### src/hsl_pkg.sv
// shared types and constants for the hsl to rgb pixel pipeline
// fixed point is unsigned with 16 fraction bits, no dependencies
package hsl_pkg;

  localparam int NSTG      = 6;
  localparam int FX_W      = 17;
  localparam int HUE_W     = 9;
  localparam int CH_W      = 8;

  localparam logic [FX_W-1:0] FX_ONE   = 17'h10000;
  localparam logic [FX_W-1:0] FX_HALF  = 17'h08000;
  localparam logic [FX_W-1:0] FX_THIRD = 17'd21845;

  // floor(2^28 / 45), hue * 65536 / 360 == (hue << 13) / 45
  localparam logic [22:0] HUE_RECIP = 23'd5965232;
  localparam logic [HUE_W-1:0] HUE_WRAP = 9'd360;
  localparam logic [5:0] HUE_DIV = 6'd45;

  localparam logic [1:0] SEG_RISE = 2'd0;
  localparam logic [1:0] SEG_HIGH = 2'd1;
  localparam logic [1:0] SEG_FALL = 2'd2;
  localparam logic [1:0] SEG_LOW  = 2'd3;

  typedef logic [FX_W-1:0] fx_t;
  typedef logic [NSTG-1:0] hsl_ce_t;

  typedef struct packed {
    fx_t q;
    fx_t p;
    fx_t d;
  } hsl_pq_t;

endpackage

### src/hsl_to_rgb_converter.sv
// top level of the hsl to rgb pixel converter: stream ports, stage valids, stall chain
// depends on hsl_pkg, hsl_prep and hsl_ramp
//
// Converts one pixel per clock, while the output side does not stall, from
// hue (degrees), saturation and lightness to 8-bit red, green and blue. A
// pixel passes three front stages that scale the inputs and form q, p and
// the three ramp positions, and then three stages per channel that pick the
// ramp segment, multiply the slope and scale to 8 bits. Each stage has its
// own valid bit and is loaded whenever it is empty or the stage after it
// moves, so bubbles close up and in_tready stays high as long as the pipeline is not full.
// Zero saturation passes lightness to all three channels.
module hsl_to_rgb_converter import hsl_pkg::*; (
  input  logic        clk,
  input  logic        rst_n,
  input  logic        in_tvalid,
  output logic        in_tready,
  input  logic [31:0] in_tdata,   // hue_degrees[8:0], saturation[16:9], lightness[24:17]
  output logic        out_tvalid,
  input  logic        out_tready,
  output logic [23:0] out_tdata   // red[7:0], green[15:8], blue[23:16]
);

  hsl_ce_t          ce;
  logic [NSTG-1:0]  vld_r;
  logic [NSTG-1:0]  gray_r;
  logic [CH_W-1:0]  lit_r [NSTG];

  logic [HUE_W-1:0] hue_in;
  logic [CH_W-1:0]  sat_in, lit_in;

  fx_t              red_t, green_t, blue_t;
  hsl_pq_t          pq;
  logic [CH_W-1:0]  red_c, green_c, blue_c;
  logic [CH_W-1:0]  red, green, blue;

  assign hue_in = in_tdata[8:0];
  assign sat_in = in_tdata[16:9];
  assign lit_in = in_tdata[24:17];

  always_comb begin
    ce[NSTG-1] = !vld_r[NSTG-1] || out_tready;
    for (int k = NSTG - 2; k >= 0; k--) begin
      ce[k] = !vld_r[k] || ce[k+1];
    end
  end

  assign in_tready = ce[0];

  always_ff @(posedge clk) begin
    if (!rst_n) begin
      vld_r <= '0;
    end else begin
      if (ce[0]) begin
        vld_r[0] <= in_tvalid;
      end
      for (int k = 1; k < NSTG; k++) begin
        if (ce[k]) begin
          vld_r[k] <= vld_r[k-1];
        end
      end
    end
  end

  always_ff @(posedge clk) begin
    if (ce[0]) begin
      gray_r[0] <= (sat_in == '0);
      lit_r[0]  <= lit_in;
    end
    for (int k = 1; k < NSTG; k++) begin
      if (ce[k]) begin
        gray_r[k] <= gray_r[k-1];
        lit_r[k]  <= lit_r[k-1];
      end
    end
  end

  hsl_prep u_prep (
    .clk         (clk),
    .ce          (ce[2:0]),
    .hue_degrees (hue_in),
    .saturation  (sat_in),
    .lightness   (lit_in),
    .red_t_r     (red_t),
    .green_t_r   (green_t),
    .blue_t_r    (blue_t),
    .pq_r        (pq)
  );

  hsl_ramp u_ramp_red (
    .clk    (clk),
    .ce     (ce[5:3]),
    .t      (red_t),
    .pq     (pq),
    .chan_r (red_c)
  );

  hsl_ramp u_ramp_green (
    .clk    (clk),
    .ce     (ce[5:3]),
    .t      (green_t),
    .pq     (pq),
    .chan_r (green_c)
  );

  hsl_ramp u_ramp_blue (
    .clk    (clk),
    .ce     (ce[5:3]),
    .t      (blue_t),
    .pq     (pq),
    .chan_r (blue_c)
  );

  assign red   = gray_r[NSTG-1] ? lit_r[NSTG-1] : red_c;
  assign green = gray_r[NSTG-1] ? lit_r[NSTG-1] : green_c;
  assign blue  = gray_r[NSTG-1] ? lit_r[NSTG-1] : blue_c;

  assign out_tvalid = vld_r[NSTG-1];
  assign out_tdata  = {blue, green, red};

endmodule

### src/hsl_prep.sv
// front stages: input scaling, q and p forming, hue scaling and ramp positions
// depends on hsl_pkg
module hsl_prep import hsl_pkg::*; (
  input  logic             clk,
  input  logic [2:0]       ce,
  input  logic [HUE_W-1:0] hue_degrees,
  input  logic [CH_W-1:0]  saturation,
  input  logic [CH_W-1:0]  lightness,
  output fx_t              red_t_r,
  output fx_t              green_t_r,
  output fx_t              blue_t_r,
  output hsl_pq_t          pq_r
);

  // stage a
  logic [HUE_W-1:0] hue_m;
  fx_t              s_fx, l_fx;
  logic             lo;
  logic [17:0]      mq_b;
  logic [34:0]      mq_nxt;
  logic [31:0]      hp_nxt;

  logic [HUE_W-1:0] hue_a_r;
  fx_t              s_a_r, l_a_r;
  logic             lo_a_r;
  logic [34:0]      mq_a_r;
  logic [31:0]      hp_a_r;

  assign hue_m  = (hue_degrees >= HUE_WRAP) ? hue_degrees - HUE_WRAP : hue_degrees;
  assign s_fx   = (saturation == 8'hFF) ? FX_ONE : {1'b0, saturation, saturation};
  assign l_fx   = (lightness == 8'hFF) ? FX_ONE : {1'b0, lightness, lightness};
  assign lo     = (l_fx < FX_HALF);
  assign mq_b   = lo ? ({1'b0, FX_ONE} + {1'b0, s_fx}) : {1'b0, s_fx};
  assign mq_nxt = l_fx * mq_b;
  assign hp_nxt = hue_m * HUE_RECIP;

  always_ff @(posedge clk) begin
    if (ce[0]) begin
      hue_a_r <= hue_m;
      s_a_r   <= s_fx;
      l_a_r   <= l_fx;
      lo_a_r  <= lo;
      mq_a_r  <= mq_nxt;
      hp_a_r  <= hp_nxt;
    end
  end

  // stage b
  logic [15:0] qa;
  logic [21:0] hx, r_full;
  logic [18:0] mq_hi, q_raw;
  fx_t         q_c;

  logic [15:0] qa_b_r;
  logic [6:0]  r_b_r;
  fx_t         q_b_r, l_b_r;

  assign qa     = hp_a_r[30:15];
  assign hx     = {hue_a_r, 13'b0};
  assign r_full = hx - ({6'b0, qa} * {16'b0, HUE_DIV});
  assign mq_hi  = mq_a_r[34:16];
  assign q_raw  = lo_a_r ? mq_hi : ({2'b0, l_a_r} + {2'b0, s_a_r} - mq_hi);
  assign q_c    = (q_raw > {2'b0, FX_ONE}) ? FX_ONE : q_raw[16:0];

  always_ff @(posedge clk) begin
    if (ce[1]) begin
      qa_b_r <= qa;
      r_b_r  <= r_full[6:0];
      q_b_r  <= q_c;
      l_b_r  <= l_a_r;
    end
  end

  // stage c
  logic [15:0] h;
  fx_t         t0s, t0, t2;
  logic [17:0] t2s, t2w, twol, pdiff;
  fx_t         p_c, d_c;
  hsl_pq_t     pq_nxt;

  assign h     = qa_b_r + 16'({6'b0, r_b_r} >= {7'b0, HUE_DIV});
  assign t0s   = {1'b0, h} + FX_THIRD;
  assign t0    = (t0s > FX_ONE) ? t0s - FX_ONE : t0s;
  assign t2s   = {2'b0, h} - {1'b0, FX_THIRD};
  assign t2w   = t2s + {1'b0, FX_ONE};
  assign t2    = t2s[17] ? t2w[16:0] : t2s[16:0];
  assign twol  = {l_b_r, 1'b0};
  assign pdiff = twol - {1'b0, q_b_r};
  assign p_c   = ({1'b0, q_b_r} > twol) ? '0 :
                 ((pdiff > {1'b0, FX_ONE}) ? FX_ONE : pdiff[16:0]);
  assign d_c   = (q_b_r > p_c) ? q_b_r - p_c : '0;

  always_comb begin
    pq_nxt.q = q_b_r;
    pq_nxt.p = p_c;
    pq_nxt.d = d_c;
  end

  always_ff @(posedge clk) begin
    if (ce[2]) begin
      red_t_r   <= t0;
      green_t_r <= {1'b0, h};
      blue_t_r  <= t2;
      pq_r      <= pq_nxt;
    end
  end

endmodule

### src/hsl_ramp.sv
// back stages for one color channel: ramp segment, slope product, scale to 8 bits
// depends on hsl_pkg
module hsl_ramp import hsl_pkg::*; (
  input  logic            clk,
  input  logic [2:0]      ce,
  input  fx_t             t,
  input  hsl_pq_t         pq,
  output logic [CH_W-1:0] chan_r
);

  // stage d
  logic [18:0] t6, fall_f;
  logic [1:0]  seg;
  fx_t         f;

  logic [1:0]  seg_d_r;
  fx_t         f_d_r;
  hsl_pq_t     pq_d_r;

  assign t6     = {t, 2'b00} + {1'b0, t, 1'b0};
  assign fall_f = 19'd262144 - t6;

  always_comb begin
    if (t6 < 19'd65536) begin
      seg = SEG_RISE;
    end else if (t6 < 19'd196608) begin
      seg = SEG_HIGH;
    end else if (t6 < 19'd262144) begin
      seg = SEG_FALL;
    end else begin
      seg = SEG_LOW;
    end
    f = (seg == SEG_RISE) ? t6[16:0] : fall_f[16:0];
  end

  always_ff @(posedge clk) begin
    if (ce[0]) begin
      seg_d_r <= seg;
      f_d_r   <= f;
      pq_d_r  <= pq;
    end
  end

  // stage e
  logic [32:0] prod;
  logic [1:0]  seg_e_r;
  fx_t         hi_e_r, p_e_r, q_e_r;

  assign prod = pq_d_r.d * f_d_r;

  always_ff @(posedge clk) begin
    if (ce[1]) begin
      seg_e_r <= seg_d_r;
      hi_e_r  <= prod[32:16];
      p_e_r   <= pq_d_r.p;
      q_e_r   <= pq_d_r.q;
    end
  end

  // stage f
  logic [17:0] v;
  fx_t         v_c;
  logic [24:0] m255;

  always_comb begin
    case (seg_e_r)
      SEG_RISE, SEG_FALL: v = {1'b0, p_e_r} + {1'b0, hi_e_r};
      SEG_HIGH:           v = {1'b0, q_e_r};
      default:            v = {1'b0, p_e_r};
    endcase
  end

  assign v_c  = (v > {1'b0, FX_ONE}) ? FX_ONE : v[16:0];
  assign m255 = {v_c, 8'b0} - {8'b0, v_c};

  always_ff @(posedge clk) begin
    if (ce[2]) begin
      chan_r <= m255[23:16];
    end
  end

endmodule

### config.mk
export PLATFORM = sky130hd
export DESIGN_NAME = hsl_to_rgb_converter
export DESIGN_NICKNAME = d
export VERILOG_FILES = /design/src/hsl_pkg.sv /design/src/hsl_to_rgb_converter.sv /design/src/hsl_prep.sv /design/src/hsl_ramp.sv
export SDC_FILE = /design/constraint.sdc
export NUM_CORES = 2
export LEC_CHECK = 0
export ABC_AREA = 1
export BUFFER_PORTS_ARGS = -buffer_cell sky130_fd_sc_hd__buf_2
export CELL_PAD_IN_SITES_DETAIL_PLACEMENT = 1
export CELL_PAD_IN_SITES_GLOBAL_PLACEMENT = 1
export CORE_MARGIN = 2
export CORE_UTILIZATION = 51
export DETAILED_ROUTE_END_ITERATION = 8
export GPL_ROUTABILITY_DRIVEN = 0
export MAX_ROUTING_LAYER = met4
export PLACE_DENSITY_LB_ADDON = 0.08
export SLEW_MARGIN = 20
export SYNTH_ARGS = -nofsm -noshare
export SYNTH_HDL_FRONTEND = slang
export SYNTH_SLANG_ARGS = --single-unit
export TNS_END_PERCENT = 1
### constraint.sdc
create_clock -name clk -period 14.4 [get_ports clk]
set_clock_uncertainty 0.1 [all_clocks]
set_input_delay 0.72 -clock clk [delete_from_list [all_inputs] [get_ports clk]]
set_output_delay 0.72 -clock clk [all_outputs]
set_load 0.01 [all_outputs]
# Word-level counts from Yosys, hierarchy flattened
# Memories as Yosys holds them, arrays and structs flattened.
# Index checks and enable logic that the tools add are counted.
# totals
memories,1
out_inout_bits,26
wordCells,170
ramBits,48
inputBits,36
register_bits,490
# op_classes
n_addsub,24
n_lt_le_gt_ge,20
reduce_logical,22
n_mul,6
n_eq_ne,8
n_mux,42
# memory_table
memory,depth,word_bits,rd,rd_ports_with_merged_regs,write_ports,line_no,rtl
lit_r,6,8,6,0,6,hsl_to_rgb_converter.sv:26,logic [CH_W-1:0] lit_r [NSTG];
# ops
operator,count
17-bit 2-to-1 mux,12
18-bit one-hot mux with 2 select lines,3
17-bit by 17-bit multiplier with 33-bit output,3
17-bit by 17-bit adder with 18-bit output,4
"18-bit by 17-bit greater-than comparator with 1-bit output, second input constant",4
24-bit by 17-bit subtractor with 24-bit output,3
"19-bit by 17-bit less-than comparator with 1-bit output, second input constant",3
"19-bit by 18-bit less-than comparator with 1-bit output, second input constant",3
"19-bit less-than comparator, second input constant",3
"1-bit by 17-bit subtractor with 17-bit output, first input constant",3
19-bit by 18-bit adder with 19-bit output,2
17-bit by 18-bit multiplier with 35-bit output,1
"9-bit by 19-bit multiplier with 27-bit output, second input constant",1
8-bit 2-to-1 mux,3
18-bit by 17-bit adder with 19-bit output,1
"19-bit by 17-bit greater-than comparator with 1-bit output, second input constant",1
19-bit 2-to-1 mux,1
19-bit subtractor,1
"17-bit by 17-bit adder with 18-bit output, first input constant",1
17-bit by 18-bit greater-than comparator with 1-bit output,1
18-bit 2-to-1 mux,1
18-bit by 17-bit subtractor with 18-bit output,1
"16-bit by 15-bit adder with 17-bit output, second input constant",1
"17-bit adder, second input constant",1
other kinds (23),64

# Logic depth before layout (Yosys ltp)
# depth
word_depth,9
ltp_mapped,35
mapped_depth_nobuf,34

# Cells and area by module
# From an unflattened synthesis, not the netlist that was laid out.
# unflattened
hier_cells,8605
hier_area_um2,73386.6
# by_module_without_submodules
module,cells_each,area_per_inst_um2,seq_area_each_um2,instances
hsl_prep,2503,21886.0,6065.8,1
hsl_ramp at u_ramp_red,2017,16593.4,3903.7,1
hsl_ramp at u_ramp_blue,2013,16510.8,3903.7,1
hsl_ramp at u_ramp_green,1930,16234.3,3903.7,1
hsl_to_rgb_converter,142,2162.1,1741.7,1

# Worst setup path after synthesis
# Ideal clock, no wire load.
# synth_path
kind,input port to output port
start,in out_tready
end,out in_tready
path_slack_ns,3.614
path_buffers,0
arrival_time_ns,9.966
stages,10
required_time_ns,13.580
path_cell_list,nor2_1 inv_1 nor2_1 inv_1 nor2_1 inv_1 nor2_1 inv_1 nor2_1 nand2_1
# synth_via
elab_chain_cells,6
# synth_rtl
item,line_no,rtl
"start, declared",hsl_to_rgb_converter.sv:19,"input logic out_tready,"
1-bit logical OR,hsl_to_rgb_converter.sv:41,ce[NSTG-1] = !vld_r[NSTG-1] || out_tready;
via ce[5],hsl_to_rgb_converter.sv:23,hsl_ce_t ce;
1-bit logical OR,hsl_to_rgb_converter.sv:43,ce[k] = !vld_r[k] || ce[k+1];
via ce[4],hsl_to_rgb_converter.sv:23,
1-bit logical OR,hsl_to_rgb_converter.sv:43,
via ce[3],hsl_to_rgb_converter.sv:23,
1-bit logical OR,hsl_to_rgb_converter.sv:43,
via ce[2],hsl_to_rgb_converter.sv:23,
1-bit logical OR (2 in a row),hsl_to_rgb_converter.sv:43,
"end, declared",hsl_to_rgb_converter.sv:16,"output logic in_tready,"
# The timed path passes the listed nets, and every way through them passes these cells.

# Worst setup path after layout
# layout_path
start,in in_tdata[24]
end,"reg u_prep.mq_a_r[26], data pin"
# layout_via
elab_chain_cells,5
# layout_rtl
item,line_no,rtl
"start, declared",hsl_to_rgb_converter.sv:17,"input logic [31:0] in_tdata,"
8-bit == test,hsl_prep.sv:31,"assign l_fx = (lightness == 8'hFF) ? FX_ONE : {1'b0, lightness, lightness};"
17-bit 2-to-1 mux *,hsl_prep.sv:31,
17-bit by 16-bit less-than comparator with 1-bit output *,hsl_prep.sv:32,assign lo = (l_fx < FX_HALF);
via u_prep.lo,hsl_prep.sv:18,logic lo;
18-bit 2-to-1 mux *,hsl_prep.sv:33,"assign mq_b = lo ? ({1'b0, FX_ONE} + {1'b0, s_fx}) : {1'b0, s_fx};"
17-bit by 18-bit multiplier with 35-bit output *,hsl_prep.sv:34,assign mq_nxt = l_fx * mq_b;
via u_prep.mq_nxt[26],hsl_prep.sv:20,logic [34:0] mq_nxt;
"end signal, assigned",hsl_prep.sv:43,mq_a_r <= mq_nxt;
"end, declared",hsl_prep.sv:26,logic [34:0] mq_a_r;
# The timed path passes the listed nets; every way through them passes the cells marked *.
# A chain may end at the register's enable or synchronous reset.

==> impl_metrics.toml <==
[clocking]
clk_pin_slew_ns = 0.06
clkSinkCount = 481
cts_max_path_buffers = 3
clkLatencyLatePin_ns = 0.67
postCtsSetupBuffers = 0
holdBufCountCts = 0
h-tree-depth = 2
tritoncts = "built"
post_cts_resize_count = 0
numCtsBuffers = 54
root_buffer = "clkbuf_16"

[setup_path]
critPathKind = "primary input to flip-flop"
crit_path_frequent_cell = "inv_1"
start_kind = "primary input"
end_kind = "flip-flop"
critPathMaxStageDelay_ns = 0.57
slowest_stage = "fa_1"
cp_max_fo = 13
crit_required_ns = 14.67
reg2reg_from = "u_ramp_red.pq_d_r[8]"
crit_start = "in_tdata[24]"
cp_data_arrival_time_ns = 8.83

[flow_run]
cap_violations = 0

[floorplan]
std_cell_rows = 131
fp.dieH_microns = 362
fp.coreArea_sq_um = 128000
dieArea_sq_um = 131000
io_pins = 62
die_w_microns = 362
initial_core_util_pct = 51.4

[synth]
yosysTopAreaCellShare_pct = 25.9
yosysSeqAreaShare_pct = 22.0
synth_warnings = 0
ys_types = 66
syn_area_sq_um = 65500
synth_cells = 7818
synth_edf_count = 475
synth_area_leaders = "fa_1 26%, edfxtp_1 22%, ha_1 13%"
async_flop_share_pct = 0
ys.flop_type = "edfxtp_1"
yosysTopAreaCell = "fa_1"
syn_avg_cell_area_sq_um = 8.38
ys_seq_elements = 481

[sta]
setup_viol = 0
slew_headroom_pct = 22.9
fmax_mhz = 117
fin_setup_tns_ns = 0
slew_violations = 0
worstMarginPinSlew_ns = 1.14
rsz0062_at_grt = "no"
finalCritPeriodShare_pct = 59.4
period_minus_slack_ns = 8.55
hold_violations = 0

[finish]
final_nets = 9343
area_growth_pct = 5.55
final_common_cell = "inv_1"
final_cell_mix = "2,016 x inv_1, 1,696 x nand2_1, 848 x fa_1"
stdcell_count = 9466
stdcell_area_sq_um = 69100
drive_above_1_share_pct = 3.55
fillers = 15300

[placement]
dp_hpwl_microns = 155000
dpl_cell_area_sq_um = 67300
portBuffers = 54
post-place-cells = 9366

[global_routing]
grt_pass1_vias = 56600
antenna_found_initial = 4
grt_max_degree = 77
grt_pass1_wl_microns = 305000
grtUsageTotal_pct = 30.6
gr-total-overflow = 0

[route]
wirelength_microns = 192000
ant_nets = 0
vias = 51000
drt_iter0_drc = 2617
viasPerCell = 5.39
drc = 0
dr.pass1.iters = 6
wl_per_cell_microns = 20.2

[hold_path]
hp-start = "in_tdata[21]"
worstHoldPathType = "primary input to flip-flop"

[status]
status = "finished, final reports clean"
-- layer usage --
layer | routed length [microns] | vias up | global-route usage, %
li1 | - | 23800 | -
met1 | 80600 | 25800 | 37.4
met2 | 94300 | 1081 | 52.4
met3 | 8800 | 352 | 3.51
met4 | 7830 | 0 | 11.5
met5 | 0 | - | -
-- cells by family (layout without fill, tap and decap cells) --
group                      after synthesis  count (layout)  share of synthesized area (%)
other                                    1               3                        0.00572
adders and majority gates             1547            1547                           39.3
DFF                                    481             481                           22.0
xor gates and xnor gates               250             250                           3.38
AOI/OAI and AO/OA                      757             757                           6.58
and+or+nand+nor                       2522            2522                           15.7
buffers and inverters                 2260            2244                           13.1
-- state kept, by name, indices dropped and copies added, names as in the netlist, 17 cells and up --
| register | cells |
|---|---|
| u_ramp_red.hi_e_r | 17 |
| u_ramp_green.pq_d_r | 34 |
| u_prep.pq_r | 51 |
| u_prep.q_b_r | 17 |
| u_ramp_red.pq_d_r | 17 |
| u_ramp_red.q_e_r | 17 |
| u_prep.red_t_r | 17 |
| u_ramp_red.p_e_r | 17 |
| u_ramp_blue.hi_e_r | 17 |
| lit_r | 48 |
| u_ramp_green.hi_e_r | 17 |
| u_prep.mq_a_r | 19 |
-- per-stage QoR --
stage | hold WS [ns] | util, % | setup slack [ns]
after floorplan | 0.300 | - | 3.61
after global placement | 0.301 | 52.8 | 5.61
after detailed placement | 0.306 | 52.8 | 5.35
after CTS | 0.127 | 54.2 | 6.00
after global routing | 0.148 | 54.2 | 5.47
final | 0.179 | 54.2 | 5.85
-- worst paths after layout --
check                           slack (ns)                   end  cells after the start
worst max-delay path                  5.85     u_prep.mq_a_r[26]                     32
worst max register to register        6.33  u_ramp_red.hi_e_r[9]                     21
worst min register to register        0.31           lit_r[2][2]                      0
worst min-delay path                  0.18           lit_r[0][4]                      1
-- critical path, delay by kind of cell --
family / cells / cell delay (ns)
fa+ha+maj: 7 / 3.48
simple gates: 8 / 1.53
buf+inv: 10 / 1.50
compound gates: 6 / 1.42
xor+xnor: 1 / 0.15
-- synthesized netlist by cell type (6+ instances only) --
library cell  count
a211oi_1         10
a21boi_0          8
a21o_1           12
a21oi_1         356
a21oi_2           7
a31oi_1          15
and2_1            8
buf_1            37
buf_2            19
buf_6             6
clkbuf_1        154
clkinv_1          9
dfxtp_1           6
edfxtp_1        475
fa_1            848
ha_1            699
inv_1          2020
inv_2            10
nand2_1        1697
nand2_2          13
nand3_1         244
nand3_2           8
nand3b_1         27
nand4_1          45
nor2_1          378
nor3_1           52
nor4_1           15
o211ai_1         11
o21a_1           14
o21ai_0         172
o21ai_1          25
o21ai_2          14
o21bai_1         22
o22ai_1          40
o31ai_1          16
o41ai_1           6
or2_0             7
or2_2            13
xnor2_1          76
xor2_1          171
-- final cells by class --
cell class / count / area [sq um] / area share (%)
Multi-Input combinational cell: 5078 / 42600 / 61.6
Sequential cell: 481 / 14400 / 20.8
Inverter: 2039 / 7660 / 11.1
Tap cell: 1662 / 2080 / 3.01
Clock buffer: 62 / 1380 / 2.00
Timing Repair Buffer: 106 / 661 / 0.955
Clock inverter: 37 / 405 / 0.586
Antenna cell: 1 / 2.50 / 0.00362
Power is not shown: default switching activity piles up to over one toggle a cycle in this logic, so the estimate is an artifact.
